**config.mk**
```make
export PLATFORM = sky130hd
export DESIGN_NAME = tag_marker_stripper
export DESIGN_NICKNAME = d
export VERILOG_FILES = /design/src/sv/tms_pkg.sv /design/src/sv/tms_parse.sv /design/src/sv/tms_queue.sv /design/src/sv/tag_marker_stripper.sv
export SDC_FILE = /design/constraint.sdc
export NUM_CORES = 1
export LEC_CHECK = 0
export BUFFER_PORTS_ARGS = -buffer_cell sky130_fd_sc_hd__buf_2
export CORE_ASPECT_RATIO = 1.4
export CORE_MARGIN = 4
export CORE_UTILIZATION = 61
export DETAILED_ROUTE_END_ITERATION = 10
export PLACE_DENSITY = 0.88
export SYNTH_ARGS = -nofsm -noshare
export SYNTH_HDL_FRONTEND = slang
export SYNTH_SLANG_ARGS = --single-unit
```
**constraint.sdc**
```tcl
create_clock -name clk -period 3.6 [get_ports clk]
set_input_delay 0.72 -clock clk [delete_from_list [all_inputs] [get_ports clk]]
set_output_delay 0.72 -clock clk [all_outputs]
set_load 0.01 [all_outputs]
```
**src/sv/tms_pkg.sv**
```systemverilog
// ----------------------------------------------------------------------------
// tms_pkg: shared types and constants of the tag marker stripper
// Result item layout, character codes, link codes and default sizes.
// ----------------------------------------------------------------------------
package tms_pkg;

  // default sizes
  localparam int DEF_MAX_TAG_CHARS = 64;
  localparam int DEF_NUMBER_WIDTH  = 10;

  // fixed field widths of a result item
  localparam int FIELD_W = 10;
  localparam int LEN_W   = 7;
  localparam int KIND_W  = 3;

  // result queue
  localparam int QUEUE_DEPTH = 4;
  localparam int QUEUE_AW    = 2;
  localparam int QUEUE_CW    = 3;

  // result kinds
  localparam logic RESULT_LINK    = 1'b0;
  localparam logic RESULT_SUMMARY = 1'b1;

  // link letter codes
  localparam logic [KIND_W-1:0] LINK_M = 3'd0;
  localparam logic [KIND_W-1:0] LINK_A = 3'd1;
  localparam logic [KIND_W-1:0] LINK_S = 3'd2;
  localparam logic [KIND_W-1:0] LINK_H = 3'd3;
  localparam logic [KIND_W-1:0] LINK_D = 3'd4;

  // configuration register indexes
  localparam logic CFG_SLASH_TRIM   = 1'b0;
  localparam logic CFG_GENDER_STRIP = 1'b1;

  // character codes
  localparam logic [7:0] CH_END      = 8'h00;
  localparam logic [7:0] CH_LBRACKET = 8'h5B;
  localparam logic [7:0] CH_LBRACE   = 8'h7B;
  localparam logic [7:0] CH_SLASH    = 8'h2F;
  localparam logic [7:0] CH_DOT      = 8'h2E;
  localparam logic [7:0] CH_DIGIT_LO = 8'h30;
  localparam logic [7:0] CH_DIGIT_HI = 8'h39;
  localparam logic [7:0] CH_LOWER_LO = 8'h61;
  localparam logic [7:0] CH_LOWER_HI = 8'h7A;
  localparam logic [7:0] CH_IDIOM    = 8'h69;
  localparam logic [7:0] CH_LINK_M   = 8'h6D;
  localparam logic [7:0] CH_LINK_A   = 8'h61;
  localparam logic [7:0] CH_LINK_S   = 8'h73;
  localparam logic [7:0] CH_LINK_H   = 8'h68;
  localparam logic [7:0] CH_LINK_D   = 8'h64;

  typedef struct packed {
    logic               slash_trim_enable;
    logic               gender_strip_enable;
  } tms_cfg_t;

  typedef struct packed {
    logic               result_kind;
    logic [KIND_W-1:0]  link_kind;
    logic [FIELD_W-1:0] link_first;
    logic [FIELD_W-1:0] link_second;
    logic [FIELD_W-1:0] link_third;
    logic [LEN_W-1:0]   kept_length;
    logic [FIELD_W-1:0] idiom_first;
    logic [FIELD_W-1:0] idiom_second;
    logic [FIELD_W-1:0] idiom_third;
    logic               final_flag;
  } tms_res_t;

  // up to two result items caused by one character
  typedef struct packed {
    logic [1:0] count;
    tms_res_t   first;
    tms_res_t   second;
  } tms_push_t;

endpackage

```
**src/sv/tms_parse.sv**
```systemverilog
// ----------------------------------------------------------------------------
// tms_parse: character parser
// Holds the per-tag scan state and turns one character into up to two results.
// ----------------------------------------------------------------------------
module tms_parse #(
  parameter int MAX_TAG_CHARS = tms_pkg::DEF_MAX_TAG_CHARS,
  parameter int NUMBER_WIDTH  = tms_pkg::DEF_NUMBER_WIDTH
) (
  input  logic                clk,
  input  logic                rst,
  input  tms_pkg::tms_cfg_t   cfg,
  input  logic                accept,
  input  logic [7:0]          tag_char,
  output tms_pkg::tms_push_t  push
);

  localparam int NW = NUMBER_WIDTH;
  localparam int LW = tms_pkg::LEN_W;
  localparam logic [LW-1:0] MAX_POS = LW'(MAX_TAG_CHARS);
  localparam logic [NW-1:0] NUM_MAX = {NW{1'b1}};

  localparam logic [2:0] M_PLAIN = 3'd0;
  localparam logic [2:0] M_OPEN  = 3'd1;
  localparam logic [2:0] M_I1    = 3'd2;
  localparam logic [2:0] M_I2    = 3'd3;
  localparam logic [2:0] M_I3    = 3'd4;
  localparam logic [2:0] M_L1    = 3'd5;
  localparam logic [2:0] M_L2    = 3'd6;
  localparam logic [2:0] M_L3    = 3'd7;

  function automatic logic [tms_pkg::FIELD_W-1:0] narrow(input logic [NW-1:0] v);
    logic [NW+tms_pkg::FIELD_W-1:0] w;
    w = {{tms_pkg::FIELD_W{1'b0}}, v};
    return w[tms_pkg::FIELD_W-1:0];
  endfunction

  logic [2:0]    mode, mode_next;
  logic [NW-1:0] accum, accum_next;
  logic          stopped, stopped_next;
  logic [NW-1:0] held_first, held_first_next;
  logic [NW-1:0] held_second, held_second_next;
  logic [2:0]    link_kind, link_kind_next;
  logic          cut_valid, cut_valid_next;
  logic [LW-1:0] cut_pos, cut_pos_next;
  logic [LW-1:0] char_pos, char_pos_next;
  logic [NW-1:0] idiom [3];
  logic [NW-1:0] idiom_next [3];

  logic          is_digit, is_lower, link_char;
  logic [2:0]    link_code;
  logic [NW+3:0] grown;
  logic [LW-1:0] kept;
  tms_pkg::tms_res_t link_res, sum_res;

  assign is_digit = (tag_char >= tms_pkg::CH_DIGIT_LO) && (tag_char <= tms_pkg::CH_DIGIT_HI);
  assign is_lower = (tag_char >= tms_pkg::CH_LOWER_LO) && (tag_char <= tms_pkg::CH_LOWER_HI);
  assign grown = ({4'b0, accum} << 3) + ({4'b0, accum} << 1)
               + {{NW{1'b0}}, tag_char[3:0]};

  always_comb begin
    link_char = 1'b1;
    link_code = tms_pkg::LINK_M;
    unique case (tag_char)
      tms_pkg::CH_LINK_M: link_code = tms_pkg::LINK_M;
      tms_pkg::CH_LINK_A: link_code = tms_pkg::LINK_A;
      tms_pkg::CH_LINK_S: link_code = tms_pkg::LINK_S;
      tms_pkg::CH_LINK_H: link_code = tms_pkg::LINK_H;
      tms_pkg::CH_LINK_D: link_code = tms_pkg::LINK_D;
      default:            link_char = 1'b0;
    endcase
  end

  always_comb begin
    mode_next        = mode;
    accum_next       = accum;
    stopped_next     = stopped;
    held_first_next  = held_first;
    held_second_next = held_second;
    link_kind_next   = link_kind;
    cut_valid_next   = cut_valid;
    cut_pos_next     = cut_pos;
    char_pos_next    = (char_pos < MAX_POS) ? char_pos + LW'(1) : char_pos;
    idiom_next       = idiom;
    push             = '0;

    // link item: numbers not yet reached stay zero
    link_res             = '0;
    link_res.result_kind = tms_pkg::RESULT_LINK;
    link_res.link_kind   = link_kind;
    unique case (mode)
      M_L1:    link_res.link_first = narrow(accum);
      M_L2: begin
        link_res.link_first  = narrow(held_first);
        link_res.link_second = narrow(accum);
      end
      default: begin
        link_res.link_first  = narrow(held_first);
        link_res.link_second = narrow(held_second);
        link_res.link_third  = narrow(accum);
      end
    endcase

    // summary item: an idiom number in progress is stored first
    kept = cut_valid ? cut_pos : char_pos;
    if (kept > MAX_POS) begin
      kept = MAX_POS;
    end
    sum_res              = '0;
    sum_res.result_kind  = tms_pkg::RESULT_SUMMARY;
    sum_res.kept_length  = kept;
    sum_res.idiom_first  = narrow((mode == M_I1) ? accum : idiom[0]);
    sum_res.idiom_second = narrow((mode == M_I2) ? accum : idiom[1]);
    sum_res.idiom_third  = narrow((mode == M_I3) ? accum : idiom[2]);
    sum_res.final_flag   = 1'b1;

    if (tag_char == tms_pkg::CH_END) begin
      // end of tag: flush an open link, emit summary, clear everything
      if (mode == M_L1 || mode == M_L2 || mode == M_L3) begin
        push.count  = 2'd2;
        push.first  = link_res;
        push.second = sum_res;
      end else begin
        push.count = 2'd1;
        push.first = sum_res;
      end
      mode_next        = M_PLAIN;
      accum_next       = '0;
      stopped_next     = 1'b0;
      held_first_next  = '0;
      held_second_next = '0;
      link_kind_next   = '0;
      cut_valid_next   = 1'b0;
      cut_pos_next     = '0;
      char_pos_next    = '0;
      idiom_next[0]    = '0;
      idiom_next[1]    = '0;
      idiom_next[2]    = '0;
    end else begin
      unique case (mode)
        M_PLAIN: begin
          if (tag_char == tms_pkg::CH_LBRACKET) begin
            mode_next = M_OPEN;
          end
          if (!cut_valid && (tag_char == tms_pkg::CH_LBRACKET
              || tag_char == tms_pkg::CH_LBRACE
              || (cfg.gender_strip_enable && is_lower)
              || (cfg.slash_trim_enable && tag_char == tms_pkg::CH_SLASH))) begin
            cut_valid_next = 1'b1;
            cut_pos_next   = char_pos;
          end
        end
        M_OPEN: begin
          accum_next   = '0;
          stopped_next = 1'b0;
          if (tag_char == tms_pkg::CH_IDIOM) begin
            mode_next = M_I1;
          end else if (link_char) begin
            link_kind_next   = link_code;
            held_first_next  = '0;
            held_second_next = '0;
            mode_next        = M_L1;
          end else begin
            mode_next    = M_PLAIN;
            accum_next   = accum;
            stopped_next = stopped;
          end
        end
        default: begin
          if ((mode == M_I3 || mode == M_L3) && tag_char == tms_pkg::CH_LBRACKET) begin
            // third number ends; the bracket opens the next section
            if (mode == M_I3) begin
              idiom_next[2] = accum;
            end else begin
              push.count = 2'd1;
              push.first = link_res;
            end
            mode_next = M_OPEN;
          end else if (mode != M_I3 && mode != M_L3 && tag_char == tms_pkg::CH_DOT) begin
            unique case (mode)
              M_I1:    idiom_next[0]    = accum;
              M_I2:    idiom_next[1]    = accum;
              M_L1:    held_first_next  = accum;
              default: held_second_next = accum;
            endcase
            mode_next    = mode + 3'd1;
            accum_next   = '0;
            stopped_next = 1'b0;
          end else if (!stopped) begin
            if (is_digit) begin
              accum_next = (grown > {4'b0, NUM_MAX}) ? NUM_MAX : grown[NW-1:0];
            end else begin
              stopped_next = 1'b1;
            end
          end
        end
      endcase
    end

    if (!accept) begin
      push = '0;
    end
  end

  always_ff @(posedge clk) begin
    if (rst) begin
      mode        <= M_PLAIN;
      accum       <= '0;
      stopped     <= 1'b0;
      held_first  <= '0;
      held_second <= '0;
      link_kind   <= '0;
      cut_valid   <= 1'b0;
      cut_pos     <= '0;
      char_pos    <= '0;
      idiom[0]    <= '0;
      idiom[1]    <= '0;
      idiom[2]    <= '0;
    end else if (accept) begin
      mode        <= mode_next;
      accum       <= accum_next;
      stopped     <= stopped_next;
      held_first  <= held_first_next;
      held_second <= held_second_next;
      link_kind   <= link_kind_next;
      cut_valid   <= cut_valid_next;
      cut_pos     <= cut_pos_next;
      char_pos    <= char_pos_next;
      idiom       <= idiom_next;
    end
  end

  // terminator returns the scan to a fresh tag
  a_end_clears: assert property (@(posedge clk) disable iff (rst)
    (accept && tag_char == tms_pkg::CH_END) |=> (mode == M_PLAIN && char_pos == '0 && !cut_valid))
    else $error("tag state not cleared after terminator");

  // the cut never lies past the current position
  a_cut_order: assert property (@(posedge clk) disable iff (rst)
    cut_valid |-> (cut_pos <= char_pos))
    else $error("cut position beyond character position");

endmodule

```
**src/sv/tms_queue.sv**
```systemverilog
// ----------------------------------------------------------------------------
// tms_queue: result queue
// Small register queue taking up to two results per cycle, giving one.
// ----------------------------------------------------------------------------
module tms_queue (
  input  logic               clk,
  input  logic               rst,
  input  tms_pkg::tms_push_t push,
  output logic               space,
  output logic               out_valid,
  input  logic               out_ready,
  output tms_pkg::tms_res_t  head
);

  localparam int AW = tms_pkg::QUEUE_AW;
  localparam int CW = tms_pkg::QUEUE_CW;

  tms_pkg::tms_res_t entry [tms_pkg::QUEUE_DEPTH];
  logic [AW-1:0] wr_ptr, rd_ptr;
  logic [CW-1:0] count;
  logic          pop;
  logic [AW-1:0] wr_ptr_1;

  assign out_valid = (count != '0);
  assign pop       = out_valid && out_ready;
  assign head      = entry[rd_ptr];
  assign wr_ptr_1  = wr_ptr + AW'(1);
  // room for the worst case of two results
  assign space     = (count <= CW'(tms_pkg::QUEUE_DEPTH - 2));

  always_ff @(posedge clk) begin
    if (push.count != 2'd0) begin
      entry[wr_ptr] <= push.first;
    end
    if (push.count == 2'd2) begin
      entry[wr_ptr_1] <= push.second;
    end
  end

  always_ff @(posedge clk) begin
    if (rst) begin
      wr_ptr <= '0;
      rd_ptr <= '0;
      count  <= '0;
    end else begin
      wr_ptr <= wr_ptr + AW'(push.count);
      rd_ptr <= rd_ptr + AW'(pop);
      count  <= count + CW'(push.count) - CW'(pop);
    end
  end

  a_no_overflow: assert property (@(posedge clk) disable iff (rst)
    count <= CW'(tms_pkg::QUEUE_DEPTH))
    else $error("result queue overflow");

  a_push_room: assert property (@(posedge clk) disable iff (rst)
    (push.count != 2'd0) |-> space)
    else $error("push into queue without room");

  a_count_track: assert property (@(posedge clk) disable iff (rst)
    1'b1 |=> (count == $past(count) + CW'($past(push.count)) - CW'($past(pop))))
    else $error("queue count out of step");

endmodule

```
**src/sv/tag_marker_stripper.sv**
```systemverilog
// ----------------------------------------------------------------------------
// tag_marker_stripper: semantic tag marker stripper
// Scans a tag one character per item, reports links and the kept length.
// ----------------------------------------------------------------------------
// Usage:
//   Input channel tag_valid/tag_ready/tag_char carries one character per item;
//   code 0 ends the tag. Output channel result_valid/result_ready carries one
//   result item: a link entry (result_kind 0) per opened "[m/a/s/h/d" link,
//   and a summary (result_kind 1, final_flag 1) on each terminator.
//   Configuration: cfg_write with cfg_index/cfg_data sets slash trimming
//   (index 0) and gender stripping (index 1); write only while idle.
// Timing:
//   The results of a character sit in the result queue the cycle after
//   acceptance. One character per cycle is sustained as long as results
//   are drained at one per cycle. A terminator that closes a link makes
//   two results, which leave the queue one at a time; the four-entry queue
//   absorbs that.
// Reset:
//   rst (synchronous) clears the scan state, the queue and both registers.
// Stall:
//   With result_ready low, results wait in the queue; tag_ready drops once
//   fewer than two free entries remain, and no result is ever dropped.
// ----------------------------------------------------------------------------
module tag_marker_stripper #(
  parameter int MAX_TAG_CHARS = tms_pkg::DEF_MAX_TAG_CHARS,
  parameter int NUMBER_WIDTH  = tms_pkg::DEF_NUMBER_WIDTH
) (
  input  logic                          clk,
  input  logic                          rst,
  // configuration
  input  logic                          cfg_write,
  input  logic                          cfg_index,
  input  logic                          cfg_data,
  // character input
  input  logic                          tag_valid,
  output logic                          tag_ready,
  input  logic [7:0]                    tag_char,
  // results
  output logic                          result_valid,
  input  logic                          result_ready,
  output logic                          result_kind,
  output logic [tms_pkg::KIND_W-1:0]    link_kind,
  output logic [tms_pkg::FIELD_W-1:0]   link_first,
  output logic [tms_pkg::FIELD_W-1:0]   link_second,
  output logic [tms_pkg::FIELD_W-1:0]   link_third,
  output logic [tms_pkg::LEN_W-1:0]     kept_length,
  output logic [tms_pkg::FIELD_W-1:0]   idiom_first,
  output logic [tms_pkg::FIELD_W-1:0]   idiom_second,
  output logic [tms_pkg::FIELD_W-1:0]   idiom_third,
  output logic                          final_flag
);

  tms_pkg::tms_cfg_t  cfg;
  tms_pkg::tms_push_t push;
  tms_pkg::tms_res_t  head;
  logic               space;
  logic               accept;

  // hold the two mode bits; each write is registered at the clock edge
  always_ff @(posedge clk) begin
    if (rst) begin
      cfg <= '0;
    end else if (cfg_write) begin
      unique case (cfg_index)
        tms_pkg::CFG_SLASH_TRIM:   cfg.slash_trim_enable   <= cfg_data;
        tms_pkg::CFG_GENDER_STRIP: cfg.gender_strip_enable <= cfg_data;
        default: ;
      endcase
    end
  end

  // take a character whenever the queue can hold its worst case
  assign tag_ready = space;
  assign accept    = tag_valid && tag_ready;

  tms_parse #(
    .MAX_TAG_CHARS (MAX_TAG_CHARS),
    .NUMBER_WIDTH  (NUMBER_WIDTH)
  ) u_parse (
    .clk      (clk),
    .rst      (rst),
    .cfg      (cfg),
    .accept   (accept),
    .tag_char (tag_char),
    .push     (push)
  );

  tms_queue u_queue (
    .clk       (clk),
    .rst       (rst),
    .push      (push),
    .space     (space),
    .out_valid (result_valid),
    .out_ready (result_ready),
    .head      (head)
  );

  // drive result fields from the queue head
  assign result_kind  = head.result_kind;
  assign link_kind    = head.link_kind;
  assign link_first   = head.link_first;
  assign link_second  = head.link_second;
  assign link_third   = head.link_third;
  assign kept_length  = head.kept_length;
  assign idiom_first  = head.idiom_first;
  assign idiom_second = head.idiom_second;
  assign idiom_third  = head.idiom_third;
  assign final_flag   = head.final_flag;

endmodule

```
* Yosys cells after proc, flatten, opt, wreduce, memory -nomap -nowiden
Memories as Yosys holds them, arrays and structs flattened. A register that Yosys moved wholly into a read port is not among the register bits.
Index checks and enable logic that the tools add are counted.
** Word-level totals
- Memories :: 1
- Logic and storage cells :: 188
- Bits in registers :: 91
- Output and inout bits :: 74
- Bits in writable memories :: 288
- Input port bits :: 15
** Operators by class
- Bitwise gates (word level) :: 1
- Add/sub/neg operators :: 9
- Magnitude comparators :: 8
- Multiplexer cells :: 74
- Reduce and logical (&&, ||, !) cells :: 47
- Eq/ne operators :: 31
** Memories
- u_queue.entry :: words 4, bits a word 72, read ports 1, clocked after memory_dff 1, wr ports 2, RTL line tms_queue.sv:18 : tms_pkg::tms_res_t entry [tms_pkg::QUEUE_DEPTH];
** Operators by type and width (count)
- two-way mux 74 bit :: 4
- two-way mux 10 bit :: 22
- two-way mux 146 bit :: 1
- two-way mux 72 bit :: 2
- one-hot mux 10 bit (2 select lines) :: 4
- two-way mux 73 bit :: 1
- equality test 8 x 7 -> 1 bit, second input constant :: 8
- two-way mux 30 bit :: 2
- two-way mux 7 bit :: 7
- two-way mux 20 bit :: 2
- two-way mux 3 bit :: 10
- equality test 8 x 6 -> 1 bit, second input constant :: 2
- nonzero test 2 bit :: 8
- two-way mux 1 bit :: 15
- adder 13 x 11 -> 14 bit :: 1
- adder 14 x 4 -> 14 bit :: 1
- greater-than comparator 14 x 10 -> 1 bit, second input constant :: 1
- equality test 3 bit, second input constant :: 4
- one-hot mux 3 bit (4 select lines) :: 1
- AND reduction 4 bit :: 3
- AND reduction 6 bit :: 2
- logical AND 1 bit :: 10
- inequality test 3 x 1 -> 1 bit, second input constant :: 3
- AND reduction 3 bit :: 3
- 38 further kinds :: 53

* Depth between registers and ports, before layout
- Word-level depth :: 11
- Depth in mapped cells :: 13
- Depth with buffers taken out :: 12

* Hierarchy
From an unflattened synthesis, not the netlist that was laid out.
** Unflattened totals
- Cell total of the unflattened synthesis :: 1498
- Area total of the unflattened synthesis :: 20258.2 µm²
** Modules (own cells, without submodules)
- tms_queue :: cells each 741, times used 1, seq. area each 8788.4 µm², area an instance 14420.1 µm²
- tms_parse :: cells each 747, times used 1, seq. area each 1641.6 µm², area an instance 5736.8 µm²
- tag_marker_stripper :: cells each 10, times used 1, seq. area each 40.0 µm², area an instance 101.3 µm²

* Worst setup path before layout
Ideal clock, no wire load.
- Path type :: input-to-reg
- Start :: input port tag_char[0]
- End :: memory u_queue.entry[3][0] (netlist bit) (enable)
- Path buffers :: 2
- Setup time :: 0.393 ns
- Arrival :: 2.910 ns
- Stages :: 8
- Required time :: 3.207 ns
- Slack :: 0.297 ns
- Cell sequence :: buf_4 -> nor3_2 -> and3_1 -> nand2_1 -> nor3_1 -> nor2_1 -> buf_2 -> inv_1
** RTL lines
- start: declaration :: RTL line tag_marker_stripper.sv:37 : input logic [7:0] tag_char,
- end: declaration :: RTL line tms_queue.sv:18

* Worst setup path after layout
- Start :: input port tag_char[3]
- End :: register u_parse.accum[4]
** Between the ends
- Word-level cells in the longest chain between the ends :: 9
- Elaborated cells between the ends (all ways) :: 32
- Classes of those cells :: add/sub: 1; order compare: 3; eq/ne: 12; mux: 9; reduce/logical: 7
** RTL lines
- adder 14 x 4 -> 14 bit :: RTL line tms_parse.sv:58 : + {{NW{1'b0}}, tag_char[3:0]};
- greater-than comparator 14 x 10 -> 1 bit :: RTL line tms_parse.sv:190 : accum_next = (grown > {4'b0, NUM_MAX}) ? NUM_MAX : grown[NW-1:0];
- two-way mux 10 bit :: RTL line tms_parse.sv:190
- two-way mux 10 bit :: RTL line tms_parse.sv:189 : if (is_digit) begin
- two-way mux 10 bit :: RTL line tms_parse.sv:188 : end else if (!stopped) begin
- two-way mux 10 bit :: RTL line tms_parse.sv:178 : end else if (mode != M_I3 && mode != M_L3 && tag_char == tms_pkg::CH_DOT) begin
- two-way mux 10 bit :: RTL line tms_parse.sv:169 : if ((mode == M_I3 || mode == M_L3) && tag_char == tms_pkg::CH_LBRACKET) begin
- one-hot mux 10 bit (2 select lines) :: RTL line tms_parse.sv:139 : unique case (mode)
- two-way mux 10 bit :: RTL line tms_parse.sv:116 : if (tag_char == tms_pkg::CH_END) begin
- end signal: assignment :: RTL line tms_parse.sv:220 : accum <= accum_next;
- end: declaration :: RTL line tms_parse.sv:38 : logic [NW-1:0] accum, accum_next;
Parallel ways exist; a longest one is shown, timed or not. The select of a mux whose other input is x is not followed.
A chain may end at the register's enable or synchronous reset.

==> summary.md <==
| Metric | Value |
|---|---|
| Total iterations of the first detailed-routing run | 6 |
| Hold_buf cts | 0 |
| CP arrival | 3590 ps |
| RD Place Congestion | 0.9238 |
| Drt total wl | 42360 µm |
| Worst-case vdd ir drop | 0.0003436 V |
| H-tree depth | 2 |
| Fin. Hold Viols | 0 |
| Post-cts resize count | 0 |
| Layout cells sized above 1 | 0.1872 |
| Max-slew headroom | 0.4316 |
| Period utilization | 0.8849 |
| Die W | 148.4 µm |
| Power Density | 493.3 nW/µm² |
| Syn nets | 1567 |
| FMAX | 313.9 MHz |
| DP Cell Count | 1918 |
| Sequential Area | 9036 µm² |
| Antenna violations before repair | 3 |
| Pre-CTS setup slack | -102.7 ps |
| Grt ovf | 0 |
| Synth cell types | 77 |
| Most used DFF post-synth | dfxtp_1 |
| Hold crit path type | flip-flop to flip-flop |
| Vias in the first global route | 12916 |
| Sink Count | 375 |
| Crit path from | tag_char[3] |
| CTS tree | yes |
| Clock Tree Buf Depth | 3 |
| I/O pin count | 89 |
| Via-per-instance ratio | 6.379 |
| Post-Synthesis Cells | 1518 |
| Critical path endpoint | u_parse.accum[4] |
| Routed wire per std cell | 21.33 µm |
| Tot GR Track Use | 0.2765 |
| Ys async rst share | 0 |
| Area delta synth->final | 12.67% |
| Worst-path clk slew | 60 ps |
| Fin. max-slew vios | 0 |
| Clk root buf | clkbuf_16 |
| Pin count of the biggest net entering global routing | 39 |
| Least-Margin Pin Slew | 828.8 ps |
| ANT nets after route | 0 |
| Critical-path maximum fanout | 10 |
| Avg Inst Size Synth | 11.08 µm² |
| CORE AREA | 27010 µm² |
| Final min period | 3186 ps |
| Yosys warns | 0 |
| DRC violations left | 0 |
| Post-Route Skew | 17.98 ps |
| Worst-Skew Late Latency | 530 ps |
| # nets final | 1640 |
| Initial drt markers | 1200 |
| Status | finished clean |
| Num rows | 71 |
| Post-synthesis sequential area ratio | 0.5367 |
| Vias after detailed routing | 12668 |
| Kind of critical path | input pin to flip-flop |
| RSZ-0062 raised after global routing | no |
| Startpoint Class | input pin |
| Number of fill cells | 1873 |
| Cts bufs inserted | 36 |
| First-pass GRT wire length | 67030 µm |
| RR Endpoint | u_parse.accum[4] |
| Post-CTS Repair Setup Buffers | 0 |
| Area of the multi-input gates | 7268 µm² |
| Worst setup EP type | flip-flop |
| Reg2reg setup slack | 410 ps |
| Yosys reg bits | 375 |
| Critical R2R Launch | u_parse.accum[0] |
| Max_cap viols | 0 |
| Die height | 204.5 µm |
| Leakage | 7.086 nW |
| Reg2Reg Depth | 9 |
| Die Area | 30340 µm² |
| HPWL Detailed | 26810 µm |
| Mapped Area | 16820 µm² |
| PortBufs | 88 |
| Post-synth EDFFs | 152 |
| Final worst setup slack | 414.4 ps |
| Initial core utilization | 0.6230 |
| TNS Setup | 0 ps |
| Final Non-Filler Cells | 1986 |
| WP data required | 4010 ps |
| Final setup vio count | 0 |
==> cells in the mapped netlist (4+ instances only) <==
master	instances	area share
o2111ai_1	11	0.0057
mux2i_1	37	0.022
nand2b_1	26	0.0097
xnor2_1	9	0.0047
edfxtp_1	152	0.27
nor3b_1	12	0.0054
buf_1	16	0.0036
a22o_1	100	0.052
ha_1	31	0.023
nor4_1	12	0.0045
nand4_1	5	0.0019
nor3_1	9	0.0027
o21ai_1	5	0.0015
inv_1	18	0.0040
o21ai_0	11	0.0033
buf_2	23	0.0068
a211oi_1	4	0.0018
a21o_1	6	0.0027
mux2_2	6	0.0040
a22oi_1	12	0.0054
nor2_1	228	0.051
mux4_2	71	0.095
a21oi_1	126	0.037
dfxtp_1	223	0.27
xor2_1	6	0.0031
nand2_1	185	0.041
and3_1	4	0.0015
clkbuf_1	68	0.015
and2_1	7	0.0026
nand3_1	22	0.0065
nor2b_1	8	0.0030
==> worst min-delay path by stage <==
stage,slack (ps),startpoint,cells after the start,endpoint
global placement,440,u_parse.idiom[15],2,u_parse.idiom[15]
finish,450,u_queue.entry[2][60],2,u_queue.entry[2][60]
floorplan,430,u_parse.idiom[10],2,u_parse.idiom[10]
global route,460,cfg_data,3,cfg[1]
CTS,450,u_queue.entry[1][68],2,u_queue.entry[1][68]
detailed placement,450,u_parse.idiom[24],2,u_parse.idiom[24]
==> layout by cell type (no fill, tap or decap), types with 7 or more instances in the layout <==
cell type	instances
nor2b_1	8
and2_1	7
xnor2_1	9
buf_2	88
nand2_1	185
mux4_2	71
o21ai_0	11
nand3_1	22
dfxtp_1	221
ha_1	31
nor4_1	12
nand2b_1	26
mux2i_1	37
o2111ai_1	11
edfxtp_1	152
clkbuf_16	39
nor3_1	8
nor2_1	228
inv_1	18
a22oi_1	12
a22o_1	100
nor3b_1	12
buf_4	52
clkbuf_1	14
a21oi_1	126
==> routing by layer <==
| layer | up-vias | track usage | wire length, µm |
|---|---|---|---|
| li1 | 5668 | - | - |
| met1 | 6215 | 0.3301 | 15680 |
| met2 | 637 | 0.4888 | 21580 |
| met3 | 148 | 0.03873 | 3055 |
| met4 | 0 | 0.1387 | 2043 |
| met5 | - | 0 | 0 |
==> worst max-delay path, cell delays in order <==
cell and delay (ps):
buf_2 120, fa_1 540, ha_1 340, a211oi_1 230, o21bai_1 170, a2111oi_2 450
nor2_1 170, a311oi_4 510, nand3_1 140, a22o_1 220
==> cell type report <==
type | count | share of cell area
flip-flops and latches | 375 | 0.4767
multi-input cells | 1014 | 0.3835
clock buffers | 57 | 0.05717
repair buffers | 146 | 0.05017
well taps | 365 | 0.02409
clock inverters | 9 | 0.004555
inverters | 18 | 0.003565
diodes | 2 | 0.0002640
==> report_power, final <==
group	switching [W]	total, W	internal, W
registers	0.000114	0.00453	0.00442
clock network	0.00157	0.00373	0.00215
logic	0.000546	0.00109	0.000548
==> logic make-up after synthesis <==
| kind of cell | count (synthesis) | share of synthesized area |
|---|---|---|
| fa+ha+maj | 34 | 0.02663 |
| simple gates | 550 | 0.1484 |
| mux | 114 | 0.1211 |
| xor+xnor | 16 | 0.008776 |
| compound gates | 300 | 0.1269 |
| flops | 375 | 0.5367 |
| buf+inv | 129 | 0.03161 |
==> through the flow <==
stage          instance area [µm²]  hold slack (ps)    util  total power, W
2_1_floorplan                16820            431.2       -        0.005349
3_3_place_gp                 17780            436.8  0.6584        0.005707
3_5_place_dp                 17780            446.0  0.6584        0.005729
4_1_cts                      18950            453.6  0.7017        0.009387
5_1_grt                      18950            461.5  0.7019        0.009620
6_report                     18950            454.9  0.7019        0.009351
==> state kept, by name, indices dropped and copies added (netlist names) <==
signal               count
u_parse.idiom           30
u_queue.rd_ptr           2
u_parse.held_first      10
u_queue.count            3
u_parse.char_pos         7
u_parse.held_second     10
u_parse.mode             3
u_parse.link_kind        3
u_queue.entry          284
u_parse.accum           10
u_parse.cut_pos          7
u_queue.wr_ptr           2
u_parse.cut_valid        1
u_parse.stopped          1
cfg                      2
Power figures use the tool's default switching activity.
